<file path="src/rtl/circular_fifo_with_search_defines.svh">
// Assertion macros shared by the RTL of the circular FIFO with search.
`ifndef CIRCULAR_FIFO_WITH_SEARCH_DEFINES_SVH
`define CIRCULAR_FIFO_WITH_SEARCH_DEFINES_SVH

`ifndef SYNTH
// Check a property on every rising clock edge outside reset.
`define CFWS_ASSERT(label, clk, rst, prop) \
   label: assert property (@(posedge clk) disable iff (rst) (prop)) \
      else $error("assertion failed");
// Check that a condition never holds outside reset.
`define CFWS_ASSERT_NEVER(label, clk, rst, expr) \
   label: assert property (@(posedge clk) disable iff (rst) !(expr)) \
      else $error("forbidden condition seen");
`else
`define CFWS_ASSERT(label, clk, rst, prop)
`define CFWS_ASSERT_NEVER(label, clk, rst, expr)
`endif

`endif

</file>
<file path="src/rtl/cfws_pkg.sv">
package cfws_pkg;

   localparam int DEPTH   = 16;
   localparam int IDX_W   = $clog2(DEPTH);
   localparam int CNT_W   = 5;
   localparam int WORD_W  = 32;
   localparam int CAP_LIM = (DEPTH < 16) ? DEPTH : 16;

   typedef logic [IDX_W-1:0]         idx_type;
   typedef logic [CNT_W-1:0]         cnt_type;
   typedef logic signed [WORD_W-1:0] word_type;

   localparam cnt_type CAP_MAX = cnt_type'(CAP_LIM);

   typedef enum logic [2:0] {
      ACT_ENQUEUE    = 3'd0,
      ACT_DEQUEUE    = 3'd1,
      ACT_SEARCH     = 3'd2,
      ACT_PEEK_FRONT = 3'd3,
      ACT_PEEK_REAR  = 3'd4
   } action_type;

   typedef enum logic [1:0] {
      STS_OK        = 2'd0,
      STS_FULL      = 2'd1,
      STS_EMPTY     = 2'd2,
      STS_NOT_FOUND = 2'd3
   } status_type;

   // Per-cell control: load takes the shared word, shift takes the
   // neighbor's entry, compare tags the entry against the shared word.
   typedef struct packed {
      logic load;
      logic shift;
      logic compare;
   } cell_ctl_type;

endpackage

</file>
<file path="src/rtl/cfws_cell.sv">
module cfws_cell (
   input  logic                   clock,
   input  logic                   reset,
   input  cfws_pkg::cell_ctl_type ctl_i,
   input  cfws_pkg::word_type     next_data_i,
   input  logic                   next_match_i,
   input  cfws_pkg::word_type     word_i,
   input  logic                   in_range_i,
   output cfws_pkg::word_type     data_o,
   output logic                   match_o
);

   cfws_pkg::word_type data_ff, data_in;
   logic               match_ff, match_in;

   always_comb begin
      data_in  = data_ff;
      match_in = match_ff;
      if (ctl_i.load) begin
         data_in = word_i;
      end else if (ctl_i.shift) begin
         data_in  = next_data_i;
         match_in = next_match_i;
      end else if (ctl_i.compare) begin
         match_in = in_range_i && (data_ff == word_i);
      end
   end

   always_ff @(posedge clock) begin
      data_ff <= data_in;
      if (reset) begin
         match_ff <= 1'b0;
      end else begin
         match_ff <= match_in;
      end
   end

   assign data_o  = data_ff;
   assign match_o = match_ff;

endmodule

</file>
<file path="src/rtl/cfws_chain.sv">
module cfws_chain (
   input  logic                   clock,
   input  logic                   reset,
   input  cfws_pkg::cell_ctl_type ctl_i,
   input  cfws_pkg::cnt_type      count_i,
   input  cfws_pkg::word_type     word_i,
   output cfws_pkg::word_type     front_data_o,
   output cfws_pkg::word_type     rear_data_o,
   output logic                   front_match_o,
   output logic                   more_match_o,
   output logic                   any_match_o
);

   cfws_pkg::word_type               data_q [cfws_pkg::DEPTH];
   logic [cfws_pkg::DEPTH-1:0]       match_q;
   cfws_pkg::idx_type                load_index;
   cfws_pkg::idx_type                rear_index;

   assign load_index = cfws_pkg::idx_type'(count_i);
   assign rear_index = cfws_pkg::idx_type'(count_i - cfws_pkg::cnt_type'(1));

   // Cell 0 holds the front; shifting moves every entry one cell forward
   // and wraps the front entry around to the last cell.
   for (genvar i = 0; i < cfws_pkg::DEPTH; i++) begin : g_cell
      cfws_pkg::cell_ctl_type ctl;
      cfws_pkg::word_type     next_data;
      logic                   next_match;
      logic                   in_range;

      assign ctl.load    = ctl_i.load && (cfws_pkg::idx_type'(i) == load_index);
      assign ctl.shift   = ctl_i.shift;
      assign ctl.compare = ctl_i.compare;
      assign in_range    = (32'(i) < 32'(count_i));

      if (i == cfws_pkg::DEPTH - 1) begin : g_tail
         assign next_data  = data_q[0];
         assign next_match = 1'b0;
      end else begin : g_body
         assign next_data  = data_q[i+1];
         assign next_match = match_q[i+1];
      end

      cfws_cell u_cell (
         .clock        (clock),
         .reset        (reset),
         .ctl_i        (ctl),
         .next_data_i  (next_data),
         .next_match_i (next_match),
         .word_i       (word_i),
         .in_range_i   (in_range),
         .data_o       (data_q[i]),
         .match_o      (match_q[i])
      );
   end

   assign front_data_o  = data_q[0];
   assign rear_data_o   = data_q[rear_index];
   assign front_match_o = match_q[0];
   assign more_match_o  = |match_q[cfws_pkg::DEPTH-1:1];
   assign any_match_o   = |match_q;

endmodule

</file>
<file path="src/rtl/circular_fifo_with_search.sv">
// Enqueue, dequeue, peek and unknown actions: busy stays low, the result
// beat is registered and shows in the cycle after accept, and a new item may start every cycle.
// Search on a non-empty FIFO: busy through a compare state, then DEPTH rotation
// steps of the cell chain, one beat per match (one not-found beat if none).
// The full rotation of the DEPTH-cell chain sets the search time.
// Reset (synchronous, active high): FIFO empty, capacity 16, store undefined.
`include "circular_fifo_with_search_defines.svh"

module circular_fifo_with_search (
   input  logic                        clock,
   input  logic                        reset,
   // input channel
   input  logic                        start,
   output logic                        busy,
   input  logic [2:0]                  req_action,
   input  logic signed [31:0]          req_value,
   // result channel
   output logic                        rsp_valid,
   output logic [1:0]                  rsp_status,
   output logic signed [31:0]          rsp_data,
   output logic [4:0]                  rsp_position,
   output logic                        rsp_is_empty,
   output logic                        rsp_is_full,
   output logic                        rsp_last,
   // configuration
   input  logic                        csr_we,
   input  logic [4:0]                  csr_wdata
);

   typedef enum logic [2:0] {
      ST_IDLE    = 3'b001,
      ST_COMPARE = 3'b010,
      ST_SCAN    = 3'b100
   } state_type;

   localparam cfws_pkg::idx_type LAST_STEP = cfws_pkg::idx_type'(cfws_pkg::DEPTH - 1);

   state_type                state_ff, state_in;
   cfws_pkg::cnt_type        cap_ff, cap_in;
   cfws_pkg::cnt_type        count_ff, count_in;
   cfws_pkg::word_type       key_ff, key_in;
   cfws_pkg::idx_type        step_ff, step_in;

   logic                     rsp_valid_ff, rsp_valid_in;
   cfws_pkg::status_type     rsp_status_ff, rsp_status_in;
   cfws_pkg::word_type       rsp_data_ff, rsp_data_in;
   cfws_pkg::cnt_type        rsp_position_ff, rsp_position_in;
   logic                     rsp_is_empty_ff, rsp_is_empty_in;
   logic                     rsp_is_full_ff, rsp_is_full_in;
   logic                     rsp_last_ff, rsp_last_in;

   logic                     accept;
   cfws_pkg::cell_ctl_type   chain_ctl;
   cfws_pkg::word_type       chain_word;
   cfws_pkg::word_type       front_data;
   cfws_pkg::word_type       rear_data;
   logic                     front_match;
   logic                     more_match;
   logic                     any_match;
   logic                     is_empty_now;
   logic                     is_full_now;

   assign busy   = (state_ff != ST_IDLE);
   assign accept = start && !busy;

   // The shared word loads on enqueue and carries the key while comparing.
   assign chain_word = (state_ff == ST_COMPARE) ? key_ff : req_value;

   assign is_empty_now = (count_ff == '0);
   assign is_full_now  = (count_ff == cap_ff);

   // Saturate the capacity into 1 .. CAP_MAX.
   always_comb begin
      cap_in = cap_ff;
      if (csr_we) begin
         if (csr_wdata == '0) begin
            cap_in = cfws_pkg::cnt_type'(1);
         end else if (csr_wdata > cfws_pkg::CAP_MAX) begin
            cap_in = cfws_pkg::CAP_MAX;
         end else begin
            cap_in = csr_wdata;
         end
      end
   end

   always_comb begin
      state_in        = state_ff;
      count_in        = count_ff;
      key_in          = key_ff;
      step_in         = step_ff;
      chain_ctl       = '0;
      rsp_valid_in    = 1'b0;
      rsp_status_in   = cfws_pkg::STS_OK;
      rsp_data_in     = '0;
      rsp_position_in = '0;
      rsp_last_in     = 1'b1;

      case (state_ff)
         ST_IDLE: begin
            if (accept) begin
               rsp_valid_in = 1'b1;
               case (req_action)
                  cfws_pkg::ACT_ENQUEUE: begin
                     if (is_full_now) begin
                        rsp_status_in = cfws_pkg::STS_FULL;
                     end else begin
                        chain_ctl.load = 1'b1;
                        count_in       = count_ff + cfws_pkg::cnt_type'(1);
                     end
                  end
                  cfws_pkg::ACT_DEQUEUE: begin
                     if (is_empty_now) begin
                        rsp_status_in = cfws_pkg::STS_EMPTY;
                     end else begin
                        // Advance the chain: the front wraps to the tail, out of range.
                        chain_ctl.shift = 1'b1;
                        rsp_data_in     = front_data;
                        count_in        = count_ff - cfws_pkg::cnt_type'(1);
                     end
                  end
                  cfws_pkg::ACT_SEARCH: begin
                     if (is_empty_now) begin
                        rsp_status_in = cfws_pkg::STS_EMPTY;
                     end else begin
                        // Hold the beat back; the scan emits the results.
                        rsp_valid_in = 1'b0;
                        key_in       = req_value;
                        state_in     = ST_COMPARE;
                     end
                  end
                  cfws_pkg::ACT_PEEK_FRONT: begin
                     if (is_empty_now) begin
                        rsp_status_in = cfws_pkg::STS_EMPTY;
                     end else begin
                        rsp_data_in = front_data;
                     end
                  end
                  cfws_pkg::ACT_PEEK_REAR: begin
                     if (is_empty_now) begin
                        rsp_status_in = cfws_pkg::STS_EMPTY;
                     end else begin
                        rsp_data_in = rear_data;
                     end
                  end
                  default: begin
                     // Unused codes: plain OK beat, nothing changes.
                  end
               endcase
            end
         end
         ST_COMPARE: begin
            // Tag every occupied cell that equals the key.
            chain_ctl.compare = 1'b1;
            step_in           = '0;
            state_in          = ST_SCAN;
         end
         ST_SCAN: begin
            // Rotate once per step; cell 0 holds the entry at position step+1.
            chain_ctl.shift = 1'b1;
            step_in         = step_ff + cfws_pkg::idx_type'(1);
            if (front_match) begin
               rsp_valid_in    = 1'b1;
               rsp_data_in     = key_ff;
               rsp_position_in = cfws_pkg::cnt_type'(step_ff) + cfws_pkg::cnt_type'(1);
               rsp_last_in     = !more_match;
            end else if ((step_ff == '0) && !any_match) begin
               rsp_valid_in  = 1'b1;
               rsp_status_in = cfws_pkg::STS_NOT_FOUND;
            end
            if (step_ff == LAST_STEP) begin
               state_in = ST_IDLE;
            end
         end
         default: begin
            state_in = ST_IDLE;
         end
      endcase

      // A capacity write empties the FIFO; the user must write it only while idle, the block does not enforce this.
      if (csr_we) begin
         count_in = '0;
      end

      rsp_is_empty_in = (count_in == '0);
      rsp_is_full_in  = (count_in == cap_in);
   end

   always_ff @(posedge clock) begin
      key_ff          <= key_in;
      rsp_status_ff   <= rsp_status_in;
      rsp_data_ff     <= rsp_data_in;
      rsp_position_ff <= rsp_position_in;
      rsp_is_empty_ff <= rsp_is_empty_in;
      rsp_is_full_ff  <= rsp_is_full_in;
      rsp_last_ff     <= rsp_last_in;
      if (reset) begin
         state_ff     <= ST_IDLE;
         cap_ff       <= cfws_pkg::CAP_MAX;
         count_ff     <= '0;
         step_ff      <= '0;
         rsp_valid_ff <= 1'b0;
      end else begin
         state_ff     <= state_in;
         cap_ff       <= cap_in;
         count_ff     <= count_in;
         step_ff      <= step_in;
         rsp_valid_ff <= rsp_valid_in;
      end
   end

   cfws_chain u_chain (
      .clock         (clock),
      .reset         (reset),
      .ctl_i         (chain_ctl),
      .count_i       (count_ff),
      .word_i        (chain_word),
      .front_data_o  (front_data),
      .rear_data_o   (rear_data),
      .front_match_o (front_match),
      .more_match_o  (more_match),
      .any_match_o   (any_match)
   );

   assign rsp_valid    = rsp_valid_ff;
   assign rsp_status   = rsp_status_ff;
   assign rsp_data     = rsp_data_ff;
   assign rsp_position = rsp_position_ff;
   assign rsp_is_empty = rsp_is_empty_ff;
   assign rsp_is_full  = rsp_is_full_ff;
   assign rsp_last     = rsp_last_ff;

   `CFWS_ASSERT_NEVER(a_count_over_cap, clock, reset, count_ff > cap_ff)
   `CFWS_ASSERT(a_compare_to_scan, clock, reset, (state_ff == ST_COMPARE) |=> ((state_ff == ST_SCAN) && (step_ff == '0)))
   `CFWS_ASSERT(a_scan_ends, clock, reset, ((state_ff == ST_SCAN) && (step_ff == LAST_STEP)) |=> (state_ff == ST_IDLE))
   `CFWS_ASSERT(a_not_found_beat, clock, reset, (rsp_valid && (rsp_status == cfws_pkg::STS_NOT_FOUND)) |-> (rsp_last && (rsp_position == '0)))

endmodule

</file>
<file path="config.mk">
export PLATFORM = sky130hd
export DESIGN_NAME = circular_fifo_with_search
export DESIGN_NICKNAME = d
export VERILOG_FILES = /design/src/rtl/cfws_pkg.sv /design/src/rtl/cfws_cell.sv /design/src/rtl/cfws_chain.sv /design/src/rtl/circular_fifo_with_search.sv
export VERILOG_INCLUDE_DIRS = /design/src /design/src/rtl
export SDC_FILE = /design/constraint.sdc
export NUM_CORES = 2
export LEC_CHECK = 0
export BUFFER_PORTS_ARGS = -buffer_cell sky130_fd_sc_hd__buf_2
export CAP_MARGIN = 10
export CORE_MARGIN = 2
export CORE_UTILIZATION = 63
export DETAILED_ROUTE_END_ITERATION = 6
export PLACE_DENSITY = 0.8
export SETUP_SLACK_MARGIN = 0.15
export SYNTH_ARGS = -nofsm -noshare
export SYNTH_HDL_FRONTEND = slang
export SYNTH_HIERARCHICAL = 1
export SYNTH_SLANG_ARGS = --single-unit
</file>
<file path="constraint.sdc">
create_clock -name clock -period 4.1 [get_ports clock]
set_input_delay 0.41 -clock clock [delete_from_list [all_inputs] [get_ports clock]]
set_output_delay 0.41 -clock clock [all_outputs]
set_load 0.01 [all_outputs]
</file>
Word level (Yosys, flattened, before mapping)

Index checks and enable logic that the tools add are counted.

Add/subtract/negate cells: 4
Magnitude comparators: 18
Eq/ne operators: 46
Muxes and demuxes: 110
Bitwise operators: 18
Reduce and logical (&&, ||, !) cells: 84

Operators with widths:

| operator           | count |
|---|---|
| $mux 32            | 39 |
| $eq 32x32->1       | 16 |
| $bmux 32 s4        | 1 |
| $pmux 32 s2        | 2 |
| $mux 1             | 44 |
| $lt 4x5->1 const A | 8 |
| $mux 5             | 8 |
| $reduce_bool 2->1  | 18 |
| $logic_and 1x1->1  | 34 |
| $reduce_and 2->1   | 17 |
| $eq 4x4->1 const A | 8 |
| $lt 3x5->1 const A | 4 |
| $not 1->1          | 17 |
| $eq 3x4->1 const A | 4 |
| $reduce_or 16->1   | 1 |
| $logic_not 5->1    | 3 |
| $reduce_or 15->1   | 1 |
| $mux 3             | 4 |
| $eq 5x5->1         | 2 |
| $lt 1x5->1 const A | 2 |
| $lt 2x5->1 const A | 2 |
| $mux 2             | 5 |
| $pmux 5 s2         | 1 |
| $eq 3x2->1 const B | 3 |
| other kinds (25)   | 36 |

Flip-flop bits (word level): 620
Bits of input ports: 44
Output and inout port bits: 44

Logic depth before layout (Yosys ltp)

Depth in word-level cells: 9
Gate-level depth with buffers: 12
Depth with buffers taken out: 9

By module

The synthesis kept the hierarchy.

Modules (own cells, without submodules):

| module                    | times used | cells an instance | area each (um^2) | seq. area each (um^2) |
|---|---|---|---|---|
| cfws_cell                 | 16         | 120               | 1803.0           | 980.9 |
| cfws_chain                | 1          | 382               | 4485.6           | 0.0 |
| circular_fifo_with_search | 1          | 405               | 4131.5           | 2162.1 |

Worst setup path before layout

OpenSTA, ideal clock, no wires.

Path type: register -> register
Start: register count_ff[0]
End: register u_chain.g_cell[0].u_cell.data_ff[0], enable pin
Setup time: 0.332 ns
Data arrival time: 2.810 ns
Path slack: 0.958 ns
Stages on the path, launching flop included: 7
Path buffers: 0
Cells stage by stage: dfxtp_1 > inv_1 > ha_1 > or4b_1 > nand4_1 > nand2_1 > or2_2

RTL lines:

| element                  | line                             | RTL |
|---|---|---|
| start: declaration       | circular_fifo_with_search.sv:40  | `cfws_pkg::cnt_type count_ff, count_in;` |
| start signal: assignment | circular_fifo_with_search.sv:205 | `count_ff <= count_in;` |
| end signal: assignment   | cfws_cell.sv:30                  | `data_ff <= data_in;` |
| end: declaration         | cfws_cell.sv:13                  | `cfws_pkg::word_type data_ff, data_in;` |

Final worst setup path

Start: register state_ff[1]
End: register u_chain.g_cell[2].u_cell.match_ff

RTL lines:

| element                  | line                             | RTL |
|---|---|---|
| start: declaration       | circular_fifo_with_search.sv:38  | `state_type state_ff, state_in;` |
| start signal: assignment | circular_fifo_with_search.sv:203 | `state_ff <= state_in;` |
| $eq 3x2->1               | circular_fifo_with_search.sv:67  | `assign chain_word = (state_ff == ST_COMPARE) ? key_ff : req_value;` |
| $mux 32                  | circular_fifo_with_search.sv:67  |  |
| net chain_word[11]       | circular_fifo_with_search.sv:54  | `cfws_pkg::word_type chain_word;` |
| $eq 32x32->1             | cfws_cell.sv:25                  | `match_in = in_range_i && (data_ff == word_i);` |
| $logic_and 1x1->1        | cfws_cell.sv:25                  |  |
| $mux 1                   | cfws_cell.sv:24                  | `end else if (ctl_i.compare) begin` |
| $mux 1                   | cfws_cell.sv:21                  | `end else if (ctl_i.shift) begin` |
| end signal: assignment   | cfws_cell.sv:34                  | `match_ff <= match_in;` |
| end: declaration         | cfws_cell.sv:14                  | `logic match_ff, match_in;` |

The timed path passes the listed nets, and every way through them passes these cells. The select of a mux whose other input is x is not followed.
A chain may end at the register's enable or synchronous reset.

==> flow_summary.ini <==
[clock_tree]
ctsResizeCount = 0
tritoncts = done
cts_sinks = 620
clk_pin_slew_worst_paths_ns = 0.06
numCtsBuffers = 69
root_buffer = clkbuf_16
cts_buffer_depth = 3
clkLatencyLatePin_ns = 0.61
htree_levels = 3

[floorplanning]
die_h_um = 248
core_um2 = 58900
initial_core_util_pct = 63.6
ioPinCount = 88
die_area_um2 = 61400
rows = 89
die_w_um = 248

[sta]
final.setup.tns_ns = 0
relSlewSlack_pct = 17.6
grt_setup_unrepaired = false
fin_crit_ns = 3.57
fmax_ghz = 0.280
hold_viol = 0
tightest_slew_ns = 1.24
fin_skew_ns = 0.0227
maxSlewViolCount = 0
finalSetupViolations = 0
finalCritPeriodShare_pct = 87.0

[placed_design]
io_buffers = 87
place_area_um2 = 39100
gp_congestion = 0.964
dp_hpwl_mm = 75.5

[synthesis]
ys.flop_type = edfxtp_1
yosys_warnings = 6
syn-cell-area_um2 = 37500
syn-num-nets = 2760
ys_seq_area_share_pct = 47.7
avgSynthCellArea_um2 = 13.8
yosys.cell_types.count = 62
async_flop_share_pct = 0
ys_seq_elements = 620
synth_edf_count = 544
postSynthCellCount = 2707

[routing]
antenna_left = 0
drt_iter0_drc = 3916
wl_per_cell_um = 29.7
drt-total-wl_mm = 109
viasPerCell = 7.03
vias = 25800
firstDrtPassIters = 7
drc = 0

[setup_path]
setup.worst_path.end_class = flop
critPathLaunchType = flop
required_ns = 4.60
cp_slowest_cell = mux2_2
crit_fanout = 32
critical_path_arrival_ns = 4.07
crit_type = reg -> reg
critical_path.max_stage_delay_ns = 0.91
reg2reg_depth = 7
path_cells = nor2b_1 > nor2b_4 > mux2_2 > xor2_1 > nor4_2 > nand4_1 > o41ai_2

[global_route]
grt_first_pass_wirelength_mm = 161
track_usage_pct = 35.2
overflow = 0
grt_pass1_vias = 24800
grt_max_degree = 65
antenna_found_initial = 1

[run]
maxCapViolCount = 0

[layout]
area_delta_synth_final_pct = 11.6
final_cell_mix = 544 x mux2_2, 544 x edfxtp_1, 451 x xor2_1
drive_gt1_share_pct = 39.7
finalInstanceArea_um2 = 41800
finish.utilization_pct = 71.0
final_nets = 2891

[power]
finalPower_mw = 14.3
vdd_drop_max_v = 0.000411
power_density_nw_per_um2 = 343
power.leakage_nw = 13.8

[run_status]
outcome = finished clean

[min_path]
holdPathStages = 1
hp-class = in -> reg
-- power breakdown --
group | internal, mW | leakage [nW] | switching [mW] | total [mW]
clock | 4.10 | 1.19 | 2.62 | 6.72
sequential | 6.79 | 5.51 | 0.0211 | 6.81
combinational | 0.277 | 7.10 | 0.532 | 0.809
total | 11.2 | 13.8 | 3.18 | 14.3
-- path summary, 6_finish.rpt --
path,endpoint,slack (ns),start
setup / recovery,u_chain/g_cell[2].u_cell/match_o,0.53,state_ff[1]
hold / removal,key_ff[31],0.03,req_value[31]
setup reg to reg,u_chain/g_cell[2].u_cell/match_o,0.53,state_ff[1]
hold reg to reg,rsp_data[7],0.49,key_ff[7]
-- state kept, by name, indices dropped and copies added (netlist names) --
register / count
key_ff: 32
u_chain/g_cell.u_cell/data_o: 512
rsp_is_empty: 1
rsp_last: 1
u_chain/g_cell.u_cell/match_o: 16
count_ff: 5
rsp_is_full: 1
rsp_position: 5
rsp_data: 32
rsp_valid: 1
cap_ff: 5
state_ff: 3
rsp_status: 2
step_ff: 4
-- timing repair --
action | CTS | global route
hold endpoints to repair | 24 | 0
endpoints found under the setup margin | 0 | 0
hold buffers | 24 | 0
buffers inserted | 0 | 0
-- per-layer routing --
layer	wire, µm	GRT usage, %
met1	44600	52.0
met2	46900	50.3
met3	13900	9.79
met4	3480	11.6
met5	0	0
-- worst max-delay path: cells and delay by family (launching register included) --
kind             cells  cell delay [ns]
AND/OR/NAND/NOR      4             1.52
multiplexers         1             0.91
AO/OA/AOI/OAI        1             0.43
flip-flops           1             0.37
XOR/XNOR             1             0.20
-- cells in the mapped netlist (3+ instances only) --
cell	n	share of area [%]
nor2_1	64	0.64
a22oi_2	29	0.97
nor4b_1	18	0.42
or2_2	18	0.30
nor2b_1	7	0.12
a21o_1	18	0.36
nand3_1	55	0.73
mux4_2	128	7.7
xnor2_1	71	1.7
a22oi_1	36	0.72
nand3b_1	20	0.40
mux2_2	544	16
edfxtp_1	544	44
nand2b_1	8	0.13
buf_2	80	1.1
or3_1	3	0.050
dfxtp_1	76	4.1
clkbuf_1	51	0.51
nand2_1	56	0.56
o21bai_1	3	0.060
a21oi_1	11	0.15
o21ai_1	7	0.094
nor4_1	3	0.050
and3_1	9	0.15
xor2_1	451	11
and2_1	13	0.22
buf_6	8	0.24
nand4_1	38	0.63
ha_1	9	0.30
o41ai_2	16	0.69
o21ai_0	139	1.9
nor3_1	29	0.39
nor3b_1	3	0.060
inv_1	12	0.12
nor4_2	96	3.2
-- cells by family (layout without fill, tap and decap cells) --
group | after synthesis | in the layout | synth area share (%)
AOI/OAI and AO/OA | 280 | 280 | 5.47
xor gates and xnor gates | 523 | 523 | 12.2
adders and majority gates | 9 | 9 | 0.301
buffers and inverters | 154 | 338 | 1.98
DFF | 620 | 620 | 47.7
muxes | 674 | 674 | 24.1
other | 1 | 3 | 0.0100
and+or+nand+nor | 446 | 446 | 8.23
-- area by class of cell --
cell class                 count  area (µm²)
timing repair buffer         202        1560
clock inverter                31         407
clock buffer                  93        2030
fill                        3822       17100
multi-input combinational   1933       18900
sequential                   620       17900
inverter                      12        45.0
tap                          773         967
antenna                        2        5.00
-- metrics by stage --
| step | hold slack, ns | worst slack (ns) | std cells |
|---|---|---|---|
| finish | 0.0286 | 0.534 | 3666 |
| global route | 0.0173 | 0.435 | 3665 |
| CTS | 0.000167 | 0.570 | 3663 |
| detailed placement | 0.464 | 0.575 | 3515 |
| global placement | 0.464 | 0.614 | 3515 |
| floorplan | 0.438 | 0.958 | 2707 |
Power figures use the tool's default switching activity.
